===== src/rtl/book_sequence_sync_controller_unit_assert.svh =====
// Assertion macros used by the decision stage (bssc_back) of the sync controller.
`ifndef BOOK_SEQUENCE_SYNC_CONTROLLER_UNIT_ASSERT_SVH
`define BOOK_SEQUENCE_SYNC_CONTROLLER_UNIT_ASSERT_SVH

// Same-cycle implication, disabled during reset.
`define BSSC_ASSERT_IMPL(lbl, clk, rst_n, ante, cons) \
    lbl: assert property (@(posedge clk) disable iff (!rst_n) (ante) |-> (cons)) \
        else $error("assertion failed: same-cycle implication");

// Next-cycle implication, disabled during reset.
`define BSSC_ASSERT_NEXT(lbl, clk, rst_n, ante, cons) \
    lbl: assert property (@(posedge clk) disable iff (!rst_n) (ante) |=> (cons)) \
        else $error("assertion failed: next-cycle implication");

`endif


===== src/rtl/bssc_pkg.sv =====
// ----------------------------------------------------------------------------
// bssc_pkg
// Shared codes and types of the book sequence sync controller.
// ----------------------------------------------------------------------------
package bssc_pkg;

    // message kinds (tuser)
    localparam logic [1:0] OP_WS_SNAP   = 2'd0;
    localparam logic [1:0] OP_REST_SNAP = 2'd1;
    localparam logic [1:0] OP_INCR      = 2'd2;
    localparam logic [1:0] OP_UNKNOWN   = 2'd3;

    // sync modes
    localparam logic [1:0] MODE_WAIT_SNAP   = 2'd0;
    localparam logic [1:0] MODE_WAIT_BRIDGE = 2'd1;
    localparam logic [1:0] MODE_SYNCED      = 2'd2;

    // resync reasons
    localparam logic [3:0] RSN_NONE          = 4'd0;
    localparam logic [3:0] RSN_NO_SEQ        = 4'd1;
    localparam logic [3:0] RSN_GAP           = 4'd2;
    localparam logic [3:0] RSN_CROSSED       = 4'd3;
    localparam logic [3:0] RSN_MISSING_CS    = 4'd4;
    localparam logic [3:0] RSN_MISMATCH      = 4'd5;
    localparam logic [3:0] RSN_INVALID       = 4'd6;
    localparam logic [3:0] RSN_REQUIRED_CS   = 4'd7;
    localparam logic [3:0] RSN_SNAP_MISMATCH = 4'd8;

    // configuration register indexes
    localparam int unsigned CFG_IDX_W = 3;
    localparam logic [CFG_IDX_W-1:0] CFG_CS_ENABLE       = 3'd0;
    localparam logic [CFG_IDX_W-1:0] CFG_ALLOW_GAP       = 3'd1;
    localparam logic [CFG_IDX_W-1:0] CFG_CHECK_PERIOD    = 3'd2;
    localparam logic [CFG_IDX_W-1:0] CFG_STRICT_CHECKSUM = 3'd3;
    localparam logic [CFG_IDX_W-1:0] CFG_VENUE_DECLARES  = 3'd4;

    typedef struct packed {
        logic is_snap;
        logic is_ws;
        logic is_incr;
        logic has_seq;
        logic cs_present;
        logic cs_match;
        logic crossed;
        logic book_ok;
    } item_class_t;

    typedef struct packed {
        logic cs_enable;
        logic allow_gap;
        logic strict_checksum;
        logic venue_declares_checksum;
    } cfg_flags_t;

endpackage


===== src/rtl/book_sequence_sync_controller_unit.sv =====
// ----------------------------------------------------------------------------
// book_sequence_sync_controller_unit
// Feed sync controller: decides apply / ignore / resync per book message.
// ----------------------------------------------------------------------------
// Result path: an accepted message is written into the queue, then decided and registered in the output register.
// Throughput: one message per cycle while m_tready is high; decision stage updates sync state on each popped message.
// A two-entry queue between classifier and decision stage absorbs output stalls.
// Reset: rst_n async active low clears config, sync mode, expected seq, counter
// and the queue; ready right after reset, no clearing pass.
module book_sequence_sync_controller_unit
    import bssc_pkg::*;
#(
    parameter int SEQ_BITS    = 64,
    parameter int PERIOD_BITS = 16
)
(
    input  logic                   clk,
    input  logic                   rst_n,
    // config write channel
    input  logic                   cfg_valid,
    output logic                   cfg_ready,
    input  logic [CFG_IDX_W-1:0]   cfg_index,
    input  logic [PERIOD_BITS-1:0] cfg_data,
    // message input
    input  logic                   s_tvalid,
    output logic                   s_tready,
    // first seq, last seq, checksum present, checksum match, crossed,
    // book valid, zero pad
    input  logic [((2*SEQ_BITS+4+7)/8)*8-1:0] s_tdata,
    // opcode
    input  logic [1:0]             s_tuser,
    // decision output
    output logic                   m_tvalid,
    input  logic                   m_tready,
    // apply, resync, resync_reason[3:0], mode_after[1:0],
    // next_expected, zero pad
    output logic [((8+SEQ_BITS+7)/8)*8-1:0] m_tdata
);

    localparam int DATA_W = ((2*SEQ_BITS + 4 + 7) / 8) * 8;
    localparam int OUT_W  = ((8 + SEQ_BITS + 7) / 8) * 8;
    localparam int CLS_W  = $bits(item_class_t);
    localparam int Q_W    = CLS_W + 3 * SEQ_BITS;

    cfg_flags_t             cfg_flags_reg;
    logic [PERIOD_BITS-1:0] check_period_reg;

    item_class_t            f_cls;
    logic [SEQ_BITS-1:0]    f_first;
    logic [SEQ_BITS-1:0]    f_last;
    logic [SEQ_BITS-1:0]    f_last_inc;
    logic                   q_push;
    logic                   q_pop;
    logic                   q_full;
    logic                   q_empty;
    logic [Q_W-1:0]         q_head;
    item_class_t            b_cls;

    assign cfg_ready = 1'b1;

    always_ff @(posedge clk or negedge rst_n)
    begin
        if (!rst_n)
        begin
            cfg_flags_reg    <= '0;
            check_period_reg <= '0;
        end
        else if (cfg_valid)
        begin
            unique case (cfg_index)
                CFG_CS_ENABLE:       cfg_flags_reg.cs_enable       <= cfg_data[0];
                CFG_ALLOW_GAP:       cfg_flags_reg.allow_gap       <= cfg_data[0];
                CFG_CHECK_PERIOD:    check_period_reg              <= cfg_data;
                CFG_STRICT_CHECKSUM: cfg_flags_reg.strict_checksum <= cfg_data[0];
                CFG_VENUE_DECLARES:  cfg_flags_reg.venue_declares_checksum <= cfg_data[0];
                default:             ;
            endcase
        end
    end

    bssc_front #(
        .SEQ_BITS (SEQ_BITS),
        .DATA_W   (DATA_W)
    ) u_front (
        .s_tvalid   (s_tvalid),
        .s_tready   (s_tready),
        .s_tdata    (s_tdata),
        .s_tuser    (s_tuser),
        .q_full     (q_full),
        .q_push     (q_push),
        .cls        (f_cls),
        .seq_lo     (f_first),
        .seq_hi     (f_last),
        .seq_hi_inc (f_last_inc)
    );

    bssc_queue #(
        .WIDTH (Q_W),
        .DEPTH (2)
    ) u_queue (
        .clk       (clk),
        .rst_n     (rst_n),
        .push      (q_push),
        .push_data ({f_cls, f_first, f_last, f_last_inc}),
        .pop       (q_pop),
        .head_data (q_head),
        .full      (q_full),
        .empty     (q_empty)
    );

    assign b_cls = item_class_t'(q_head[Q_W-1:3*SEQ_BITS]);

    bssc_back #(
        .SEQ_BITS    (SEQ_BITS),
        .PERIOD_BITS (PERIOD_BITS),
        .OUT_W       (OUT_W)
    ) u_back (
        .clk          (clk),
        .rst_n        (rst_n),
        .cfg          (cfg_flags_reg),
        .check_period (check_period_reg),
        .q_empty      (q_empty),
        .q_pop        (q_pop),
        .cls          (b_cls),
        .seq_lo       (q_head[3*SEQ_BITS-1:2*SEQ_BITS]),
        .seq_hi       (q_head[2*SEQ_BITS-1:SEQ_BITS]),
        .seq_hi_inc   (q_head[SEQ_BITS-1:0]),
        .m_tvalid     (m_tvalid),
        .m_tready     (m_tready),
        .m_tdata      (m_tdata)
    );

endmodule


===== src/rtl/bssc_front.sv =====
// ----------------------------------------------------------------------------
// bssc_front
// Input side: accepts messages, decodes the kind and precomputes seq_hi + 1.
// ----------------------------------------------------------------------------
module bssc_front
    import bssc_pkg::*;
#(
    parameter int SEQ_BITS = 64,
    parameter int DATA_W   = 136
)
(
    input  logic                s_tvalid,
    output logic                s_tready,
    input  logic [DATA_W-1:0]   s_tdata,
    input  logic [1:0]          s_tuser,
    input  logic                q_full,
    output logic                q_push,
    output item_class_t         cls,
    output logic [SEQ_BITS-1:0] seq_lo,
    output logic [SEQ_BITS-1:0] seq_hi,
    output logic [SEQ_BITS-1:0] seq_hi_inc
);

    assign s_tready = !q_full;
    assign q_push   = s_tvalid && !q_full;

    assign seq_lo     = s_tdata[SEQ_BITS-1:0];
    assign seq_hi     = s_tdata[2*SEQ_BITS-1:SEQ_BITS];
    assign seq_hi_inc = seq_hi + SEQ_BITS'(1);

    always_comb
    begin
        cls            = '0;
        cls.has_seq    = (seq_hi != '0);
        cls.cs_present = s_tdata[2*SEQ_BITS];
        cls.cs_match   = s_tdata[2*SEQ_BITS+1];
        cls.crossed    = s_tdata[2*SEQ_BITS+2];
        cls.book_ok    = s_tdata[2*SEQ_BITS+3];
        unique case (s_tuser)
            OP_WS_SNAP:
            begin
                cls.is_snap = 1'b1;
                cls.is_ws   = 1'b1;
            end
            OP_REST_SNAP: cls.is_snap = 1'b1;
            OP_INCR:      cls.is_incr = 1'b1;
            default:      ;     // unknown kind: kind flags low, ignored downstream
        endcase
    end

endmodule


===== src/rtl/bssc_queue.sv =====
// ----------------------------------------------------------------------------
// bssc_queue
// Short FIFO decoupling the classifier from the decision stage.
// ----------------------------------------------------------------------------
module bssc_queue
#(
    parameter int WIDTH = 200,
    parameter int DEPTH = 2
)
(
    input  logic             clk,
    input  logic             rst_n,
    input  logic             push,
    input  logic [WIDTH-1:0] push_data,
    input  logic             pop,
    output logic [WIDTH-1:0] head_data,
    output logic             full,
    output logic             empty
);

    localparam int PTR_W = (DEPTH > 1) ? $clog2(DEPTH) : 1;
    localparam int CNT_W = $clog2(DEPTH + 1);

    logic [WIDTH-1:0] mem_reg [DEPTH];
    logic [PTR_W-1:0] wr_ptr_reg;
    logic [PTR_W-1:0] rd_ptr_reg;
    logic [CNT_W-1:0] count_reg;
    logic [CNT_W-1:0] count_next;

    assign full      = (count_reg == CNT_W'(DEPTH));
    assign empty     = (count_reg == '0);
    assign head_data = mem_reg[rd_ptr_reg];

    always_comb
    begin
        count_next = count_reg;
        if (push && !pop)
            count_next = count_reg + CNT_W'(1);
        else if (pop && !push)
            count_next = count_reg - CNT_W'(1);
    end

    always_ff @(posedge clk)
    begin
        if (push)
            mem_reg[wr_ptr_reg] <= push_data;
    end

    always_ff @(posedge clk or negedge rst_n)
    begin
        if (!rst_n)
        begin
            wr_ptr_reg <= '0;
            rd_ptr_reg <= '0;
            count_reg  <= '0;
        end
        else
        begin
            count_reg <= count_next;
            if (push)
                wr_ptr_reg <= (wr_ptr_reg == PTR_W'(DEPTH - 1)) ? '0 : wr_ptr_reg + PTR_W'(1);
            if (pop)
                rd_ptr_reg <= (rd_ptr_reg == PTR_W'(DEPTH - 1)) ? '0 : rd_ptr_reg + PTR_W'(1);
        end
    end

endmodule


===== src/rtl/bssc_back.sv =====
// ----------------------------------------------------------------------------
// bssc_back
// Decision stage: sync mode, expected sequence and check counter; registered
// result toward the master side.
// ----------------------------------------------------------------------------
`include "book_sequence_sync_controller_unit_assert.svh"

module bssc_back
    import bssc_pkg::*;
#(
    parameter int SEQ_BITS    = 64,
    parameter int PERIOD_BITS = 16,
    parameter int OUT_W       = 72
)
(
    input  logic                   clk,
    input  logic                   rst_n,
    input  cfg_flags_t             cfg,
    input  logic [PERIOD_BITS-1:0] check_period,
    input  logic                   q_empty,
    output logic                   q_pop,
    input  item_class_t            cls,
    input  logic [SEQ_BITS-1:0]    seq_lo,
    input  logic [SEQ_BITS-1:0]    seq_hi,
    input  logic [SEQ_BITS-1:0]    seq_hi_inc,
    output logic                   m_tvalid,
    input  logic                   m_tready,
    output logic [OUT_W-1:0]       m_tdata
);

    logic [1:0]             mode_reg,   mode_next;
    logic [SEQ_BITS-1:0]    exp_reg,    exp_next;
    logic [PERIOD_BITS-1:0] cnt_reg,    cnt_next;
    logic                   out_valid_reg;
    logic                   apply_reg,  apply_next;
    logic                   resync_reg, resync_next;
    logic [3:0]             reason_reg, reason_next;
    logic [1:0]             mode_out_reg;
    logic [SEQ_BITS-1:0]    exp_out_reg;
    logic [PERIOD_BITS-1:0] cnt_inc;
    logic                   period_hit;
    logic                   cs_on;

    assign q_pop   = !q_empty && (!out_valid_reg || m_tready);
    assign cs_on   = cfg.cs_enable;
    assign cnt_inc = cnt_reg + PERIOD_BITS'(1);
    assign period_hit = (check_period != '0) && (cnt_inc >= check_period);

    always_comb
    begin
        apply_next  = 1'b0;
        resync_next = 1'b0;
        reason_next = RSN_NONE;
        mode_next   = mode_reg;
        exp_next    = exp_reg;
        cnt_next    = cnt_reg;

        if (cls.is_snap)
        begin
            apply_next = 1'b1;
            cnt_next   = '0;
            exp_next   = seq_hi_inc;
            if (cs_on && cls.cs_present && !cls.cs_match)
            begin
                resync_next = 1'b1;
                reason_next = RSN_SNAP_MISMATCH;
            end
            else
                mode_next = cls.is_ws ? MODE_SYNCED : MODE_WAIT_BRIDGE;
        end
        else if (cls.is_incr &&
                 (mode_reg == MODE_WAIT_BRIDGE || mode_reg == MODE_SYNCED))
        begin
            if (!cls.has_seq && !cs_on)
            begin
                resync_next = 1'b1;
                reason_next = RSN_NO_SEQ;
            end
            else if (cls.has_seq && (seq_hi < exp_reg))
            begin
                // outdated: dropped without any change
            end
            else if (cls.has_seq && (seq_lo > exp_reg) && !cfg.allow_gap)
            begin
                resync_next = 1'b1;
                reason_next = RSN_GAP;
            end
            else
            begin
                apply_next = 1'b1;
                if (cls.has_seq)
                    exp_next = seq_hi_inc;
                if (mode_reg == MODE_WAIT_BRIDGE)
                begin
                    // bridge message: no periodic or strict checks
                    mode_next = MODE_SYNCED;
                    if (cls.crossed)
                        reason_next = RSN_CROSSED;
                    else if (cs_on && !cls.cs_present)
                        reason_next = RSN_MISSING_CS;
                    else if (cs_on && !cls.cs_match)
                        reason_next = RSN_MISMATCH;
                end
                else if (cls.crossed)
                    reason_next = RSN_CROSSED;
                else
                begin
                    if (check_period != '0)
                        cnt_next = period_hit ? '0 : cnt_inc;
                    if (period_hit && !cls.book_ok)
                        reason_next = RSN_INVALID;
                    else if (cs_on && !cls.cs_present)
                        reason_next = RSN_MISSING_CS;
                    else if (cs_on && !cls.cs_match)
                        reason_next = RSN_MISMATCH;
                    else if (cfg.strict_checksum && cfg.venue_declares_checksum &&
                             !cs_on && !cls.cs_present)
                        reason_next = RSN_REQUIRED_CS;
                end
                resync_next = (reason_next != RSN_NONE);
            end
        end

        if (resync_next)
        begin
            mode_next = MODE_WAIT_SNAP;
            exp_next  = '0;
            cnt_next  = '0;
        end
    end

    always_ff @(posedge clk or negedge rst_n)
    begin
        if (!rst_n)
        begin
            mode_reg      <= MODE_WAIT_SNAP;
            exp_reg       <= '0;
            cnt_reg       <= '0;
            out_valid_reg <= 1'b0;
        end
        else
        begin
            if (q_pop)
            begin
                mode_reg      <= mode_next;
                exp_reg       <= exp_next;
                cnt_reg       <= cnt_next;
                out_valid_reg <= 1'b1;
            end
            else if (m_tready)
                out_valid_reg <= 1'b0;
        end
    end

    always_ff @(posedge clk)
    begin
        if (q_pop)
        begin
            apply_reg    <= apply_next;
            resync_reg   <= resync_next;
            reason_reg   <= reason_next;
            mode_out_reg <= mode_next;
            exp_out_reg  <= exp_next;
        end
    end

    assign m_tvalid = out_valid_reg;

    always_comb
    begin
        m_tdata                 = '0;
        m_tdata[0]              = apply_reg;
        m_tdata[1]              = resync_reg;
        m_tdata[5:2]            = reason_reg;
        m_tdata[7:6]            = mode_out_reg;
        m_tdata[SEQ_BITS+7:8]   = exp_out_reg;
    end

    `BSSC_ASSERT_IMPL(a_wait_snap_clear, clk, rst_n, mode_reg == MODE_WAIT_SNAP,
        exp_reg == '0 && cnt_reg == '0)
    `BSSC_ASSERT_IMPL(a_resync_result_clear, clk, rst_n, out_valid_reg && resync_reg,
        mode_out_reg == MODE_WAIT_SNAP && exp_out_reg == '0)
    `BSSC_ASSERT_IMPL(a_reason_iff_resync, clk, rst_n, out_valid_reg,
        resync_reg == (reason_reg != RSN_NONE))
    `BSSC_ASSERT_NEXT(a_pop_gives_result, clk, rst_n, q_pop,
        out_valid_reg && mode_out_reg == mode_reg && exp_out_reg == exp_reg)

endmodule

===== config.mk =====
export PLATFORM = sky130hd
export DESIGN_NAME = book_sequence_sync_controller_unit
export DESIGN_NICKNAME = d
export VERILOG_FILES = /design/src/rtl/bssc_pkg.sv /design/src/rtl/book_sequence_sync_controller_unit.sv /design/src/rtl/bssc_front.sv /design/src/rtl/bssc_queue.sv /design/src/rtl/bssc_back.sv
export VERILOG_INCLUDE_DIRS = /design/src /design/src/rtl
export SDC_FILE = /design/constraint.sdc
export NUM_CORES = 1
export LEC_CHECK = 0
export BUFFER_PORTS_ARGS = -buffer_cell sky130_fd_sc_hd__buf_2
export CAP_MARGIN = 20
export CORE_MARGIN = 5
export CORE_UTILIZATION = 25
export CTS_BUF_LIST = sky130_fd_sc_hd__clkbuf_16
export DETAILED_ROUTE_END_ITERATION = 7
export PLACE_DENSITY = 0.5
export SLEW_MARGIN = 25
export SYNTH_ARGS = -nofsm -noshare
export SYNTH_HDL_FRONTEND = slang
export SYNTH_HIERARCHICAL = 1
export SYNTH_SLANG_ARGS = --single-unit
export TNS_END_PERCENT = 1

===== constraint.sdc =====
create_clock -name clk -period 28.5 [get_ports clk]
set_input_delay 1.425 -clock clk [delete_from_list [all_inputs] [get_ports clk]]
set_output_delay 1.425 -clock clk [all_outputs]
set_load 0.005 [all_outputs]

# Word level (Yosys, flattened, before mapping)
# Memory sizes are Yosys's and may differ from the RTL's.
# Cells that the tools add are included.
# classes
n_mux	67
add_sub_neg	6
n_reduce_logical	48
n_lt_le_gt_ge	3
eq_ne	14
# op_table
cell	n
64-bit two-way mux	7
16-bit two-way mux	10
4-bit two-way mux	18
64-bit by 1-bit adder with 64-bit output (second input constant)	1
64-bit greater-than comparator	1
64-bit less-than comparator	1
64-bit nonzero test	1
2-bit two-way mux	11
1-bit two-way mux	19
1-bit logical AND	18
16-bit by 1-bit adder with 16-bit output (second input constant)	1
16-bit greater-or-equal comparator	1
16-bit nonzero test	1
3-bit by 2-bit != test with 1-bit output (second input constant)	4
1-bit zero test	11
2-bit AND reduction	5
8-bit AND reduction	1
2-bit == test (second input constant)	3
3-bit by 2-bit == test with 1-bit output (second input constant)	2
3-bit two-way mux	2
3-bit nonzero test	2
2-bit by 1-bit == test with 1-bit output (second input constant)	2
2-bit zero test	2
2-bit nonzero test	2
other kinds (10)	12
# totals
inputBits	162
ramBits	400
out_inout_bits	75
mem_count	1
regBits	179
elab_cells	156
# memory_table
name	words	word_bits	read_ports	rd_clocked_by_memory_dff	wr	line	rtl
u_queue.mem_reg	2	200	1	0	1	bssc_queue.sv:24	logic [WIDTH-1:0] mem_reg [DEPTH];

# Logic depth before layout (Yosys ltp)
# logic_depth
depth_word	22
ltp_mapped	20
ltp_nobuf	19

# By module
# The synthesis kept the hierarchy.
# by_module_without_submodules
mod	n_inst	area_per_inst_um2	seq_area_each_um2	cells_per_inst
bssc_queue	1	14691.6	12111.6	638
bssc_back	1	10387.5	4239.1	991
bssc_front	1	2571.2	0.0	376
book_sequence_sync_controller_unit	1	858.3	500.5	49

# Worst setup path after synthesis
# OpenSTA, ideal clock, no wires.
# synth_timing
path_kind	input -> register
start	in s_tvalid
end	mem u_queue.mem_reg[0][0] (enable)
setup_ps	787
stages	2
t_arrival_ps	10463
slack_ps	17250
t_required_ps	27713
path_buffers	0
cell_sequence	nor2b_1 -> nor2b_1
# synth_via
elab_chain_cells	3
# synth_rtl
item	line	rtl
start, declared	book_sequence_sync_controller_unit.sv:25	input logic s_tvalid,
1-bit logical AND	bssc_front.sv:25	assign q_push = s_tvalid && !q_full;
1-bit two-way mux	bssc_queue.sv:45	if (push)
1-bit two-way mux (implied by the code)	bssc_queue.sv:46	mem_reg[wr_ptr_reg] <= push_data;
end, declared	bssc_queue.sv:24	
# No other way between the ends.

# Worst setup path after layout
# layout_timing
start	reg u_queue.rd_ptr_reg
end	reg u_back.exp_reg[24]
# layout_via
word_cells_on_any_way	46
cone_classes	2 x order compare; 27 x mux; 16 x reduce/logical; 1 x memory
# layout_lines
item	line	rtl
start, declared	bssc_queue.sv:26	logic [PTR_W-1:0] rd_ptr_reg;
start signal, assigned	bssc_queue.sv:63	rd_ptr_reg <= (rd_ptr_reg == PTR_W'(DEPTH - 1)) ? '0 : rd_ptr_reg + PTR_W'(1);
memory 2 x 200 bit (*)	--	
net q_head[78]	book_sequence_sync_controller_unit.sv:56	logic [Q_W-1:0] q_head;
64-bit less-than comparator (*)	bssc_back.sv:79	else if (cls.has_seq && (seq_hi < exp_reg))
1-bit logical AND (*)	bssc_back.sv:79	
64-bit two-way mux / 1-bit two-way mux (equally long branches)	bssc_back.sv:79	
64-bit two-way mux / 1-bit two-way mux (equally long branches)	bssc_back.sv:74	if (!cls.has_seq && !cs_on)
64-bit two-way mux / 1-bit two-way mux (equally long branches)	bssc_back.sv:71	else if (cls.is_incr &&
64-bit two-way mux / 1-bit two-way mux (equally long branches)	bssc_back.sv:58	if (cls.is_snap)
64-bit two-way mux (*)	bssc_back.sv:124	if (resync_next)
end signal, assigned	bssc_back.sv:146	exp_reg <= exp_next;
end, declared	bssc_back.sv:32	logic [SEQ_BITS-1:0] exp_reg, exp_next;
# Mark *: on every way through the listed nets, which the timed path passes. The rest lies on a longest branch. The select of a mux whose other input is x is not followed.
# A chain may end at the register's enable or synchronous reset.

==> impl_metrics.csv <==
group,metric,value,unit
worst_setup_path,crit_chain,"buf_4 -> buf_4 -> mux2_2 -> ha_1 -> nand4_1 -> or4_1 -> a221oi_1 -> or3_1 -> a211oi_2 -> nor2b_2 -> o41ai_4 -> buf_4 -> buf_4 -> and3_4 -> buf_16 -> a22o_1",
die,core_area,113000,um^2
global_route,first_global_vias,17900,
worst_setup_path,cp.required,29050,ps
yosys,synthTopCellsByArea,"edfxtp_1 50%, dfrtp_1 9.4%, mux2_2 8.3%, ha_1 6.6%, buf_4 3.7%",
sta,worstMarginPinSlew,1090,ps
worst_setup_path,crit_top_cell,"buf_4",
hold_path,hp-start,"u_queue/count_reg[1]$_DFFE_PN0P_",
global_route,gr-total-overflow,0,
worst_setup_path,timing.rr.start,"u_queue/rd_ptr_reg$_DFFE_PN0P_",
global_route,antenna_found_initial,38,
worst_setup_path,startpoint,"u_queue/rd_ptr_reg$_DFFE_PN0P_",
power_and_ir_drop,netSwitchingPower,1.22,mW
yosys,synth_nets,2366,
power_and_ir_drop,switching_share,0.352,
global_route,grt_usage,0.128,
yosys,yosys_warnings,6,
power_and_ir_drop,p_clk_frac,0.254,
yosys,synthCells,2054,
routing,drt_iter0_markers,836,
cts,cts.reportedPaths.clkPinSlew,60,ps
worst_setup_path,startpoint_type,"register",
power_and_ir_drop,intPower,2.24,mW
sta,period_share,0.287,
cts,cts_hold_buf,0,
sta,period_needed,8170,ps
cts,cts_htree_levels,3,
power_and_ir_drop,vdd_ir_drop_max,0.0731,mV
worst_setup_path,cp-end-kind,"register",
final_layout,area_growth,14.3,%
routing,ant_nets,0,
sta,rsz0062_at_grt,"false",
cts,cts-resized-gates,0,
sta,hold_viol,0,
die,io_pins,237,
yosys,synth_top_area_cell,"edfxtp_1",
final_layout,fill_cells,11400,
worst_setup_path,cp_max_fo,54,
sta,fin_tns_setup,0,ps
cts,clkLatencyLatePin,620,ps
yosys,avgSynthCellArea,13.9,um^2
worst_setup_path,crit_path_top_delay_cell,"dfrtp_4",
sta,holdWs,497,ps
yosys,ys.flop_type,"edfxtp_1",
worst_setup_path,worstPathArrival,8720,ps
routing,routed_wl,79.2,mm
final_layout,nets,2498,
power_and_ir_drop,power.share.combinational,0.359,
global_route,grt_max_degree,136,
power_and_ir_drop,p_seq_frac,0.387,
worst_setup_path,path_class,"reg2reg",
sta,max_freq,122,MHz
routing,wl_per_cell,21.0,um
routing,vias,16900,
hold_path,hp-class,"reg2reg",
final_layout,largest_reg_flops,400,
yosys,synth_area,28500,um^2
worst_setup_path,cpPeakStageDelay,940,ps
yosys,synth_edf_count,472,
cts,cts.sinks,579,
die,die_h,348,um
power_and_ir_drop,power_density,106,nW/um^2
cts,cts_buffer_depth,3,
yosys,ys_seq_area_frac,0.591,
die,fp.dieW,348,um
sta,fin_skew,28.7,ps
yosys,synth_cell_types,80,
routing,viasPerCell,4.50,
yosys,synthArstFlopShare,0.185,
global_route,grt_pass1_wl,116,mm
cts,cts_root_buf,"clkbuf_16",
yosys,synth_top_area_frac,0.497,
run,maxCapViolCount,0,
final_layout,drive_gt1_frac,0.274,
yosys,yosysMostFrequentCell,"edfxtp_1",
sta,setup_violations,0,
die,start_util,0.253,
cts,cts_setup_buffers,0,
die,die_area,121000,um^2
routing,drt-pass1-iter-count,4,
sta,finalMaxSlewViolations,0,
sta,slew_headroom,0.263,
power_and_ir_drop,p_leak,12.7,nW
placed_design,finalWeightedCongestion,0.772,
die,num_rows,123,
yosys,ys_ff_latch,579,
placed_design,numPortBuffers,231,
cts,cts_inserted_buffers,71,
routing,route.detailed.drc,0,
cts,cts_tree,"built",
placed_design,place_hpwl,55.6,mm
outcome,status,"finished, final reports clean",
yosys,yosys-top-cells-count,"472 x edfxtp_1, 211 x mux2_2, 150 x ha_1",
==> cell families (layout without fill, tap and decap cells) <==
| kind of cell | after synthesis | after routing | synth area share |
|---|---|---|---|
| AOI/OAI and AO/OA | 216 | 216 | 0.0559 |
| xor gates and xnor gates | 77 | 77 | 0.0237 |
| adders and majority gates | 150 | 150 | 0.0658 |
| buffers and inverters | 307 | 495 | 0.0691 |
| DFF | 579 | 579 | 0.591 |
| muxes | 285 | 285 | 0.111 |
| other | 1 | 22 | 0.000132 |
| and+or+nand+nor | 439 | 439 | 0.0832 |
==> placed cells by master, fill, tap and decap left out, types with 21 or more instances in the layout <==
cell and n:
nand2_1 71, a22o_1 69, inv_1 134, nor2_1 116, nor3_1 22, nor4_1 36
dfrtp_1 106, buf_2 230, nand4_1 44, mux2_2 211, mux2i_1 64, a21oi_1 57
ha_1 150, xor2_1 42, edfxtp_1 472, diode_2 21, nand3_1 56, o21ai_0 28
clkbuf_16 73, xnor2_1 35
==> layout make-up <==
cell class                      instances  area (um^2)  share of cell area
Sequential cell                       579        16900               0.517
Multi-Input combinational cell       1168         9740               0.299
Tap cell                             1500         1880              0.0576
Clock buffer                           73         1830              0.0561
Timing Repair Buffer                  251         1350              0.0413
Clock inverter                         56          454              0.0139
Inverter                              115          432              0.0133
Antenna cell                           21         52.6             0.00161
==> stage by stage <==
step	total power, mW	worst slack [ps]	util	area (um^2)	std cells
CTS	3.52	19860	0.288	32500	3741
global placement	2.59	20010	0.268	30200	3612
global route	3.69	19880	0.289	32500	3750
finish	3.46	20330	0.289	32600	3763
floorplan	2.25	17250	-	28500	2054
detailed placement	2.61	19920	0.268	30200	3612
==> routing by layer <==
layer,track usage,vias to the layer above,wire length (um)
li1,-,7871,-
met4,0.0468,28,2360
met5,0,-,163
met1,0.162,8507,34500
met3,0.0355,153,4850
met2,0.210,360,37300
==> power groups by stage <==
stage / clock network [mW] / registers, mW / logic (mW)
3_5_place_dp: 0 / 1.36 / 1.25
4_1_cts: 0.910 / 1.34 / 1.26
6_report: 0.879 / 1.34 / 1.24
5_1_grt: 0.947 / 1.36 / 1.38
3_3_place_gp: 0 / 1.35 / 1.24
2_1_floorplan: 0 / 1.35 / 0.906
==> critical path: cells and delay by family (launching register included) <==
kind / cells / cell delay [ps]
buffers and inverters: 5 / 3050
AND/OR/NAND/NOR: 5 / 1950
AO/OA/AOI/OAI: 4 / 1130
flip-flops: 1 / 940
multiplexers: 1 / 420
adder cells (fa/ha/maj): 1 / 320
==> final timing paths <==
| check | to | slack, ps | cells past startpoint |
|---|---|---|---|
| worst max-delay path | u_back/exp_reg[24]$_DFFE_PN0P_ | 20330 | 16 |
| worst min-delay path | u_queue/count_reg[1]$_DFFE_PN0P_ | 500 | 1 |
| worst max register to register | u_back/exp_reg[24]$_DFFE_PN0P_ | 20330 | 16 |
| worst min register to register | u_queue/count_reg[1]$_DFFE_PN0P_ | 500 | 1 |
| max in group asynchronous | u_back/exp_reg[25]$_DFFE_PN0P_ | 26740 | 2 |
| min in group asynchronous | u_back/cnt_reg[0]$_DFFE_PN0P_ | 710 | 1 |
Note: power is estimated with default switching activity, not from simulation.
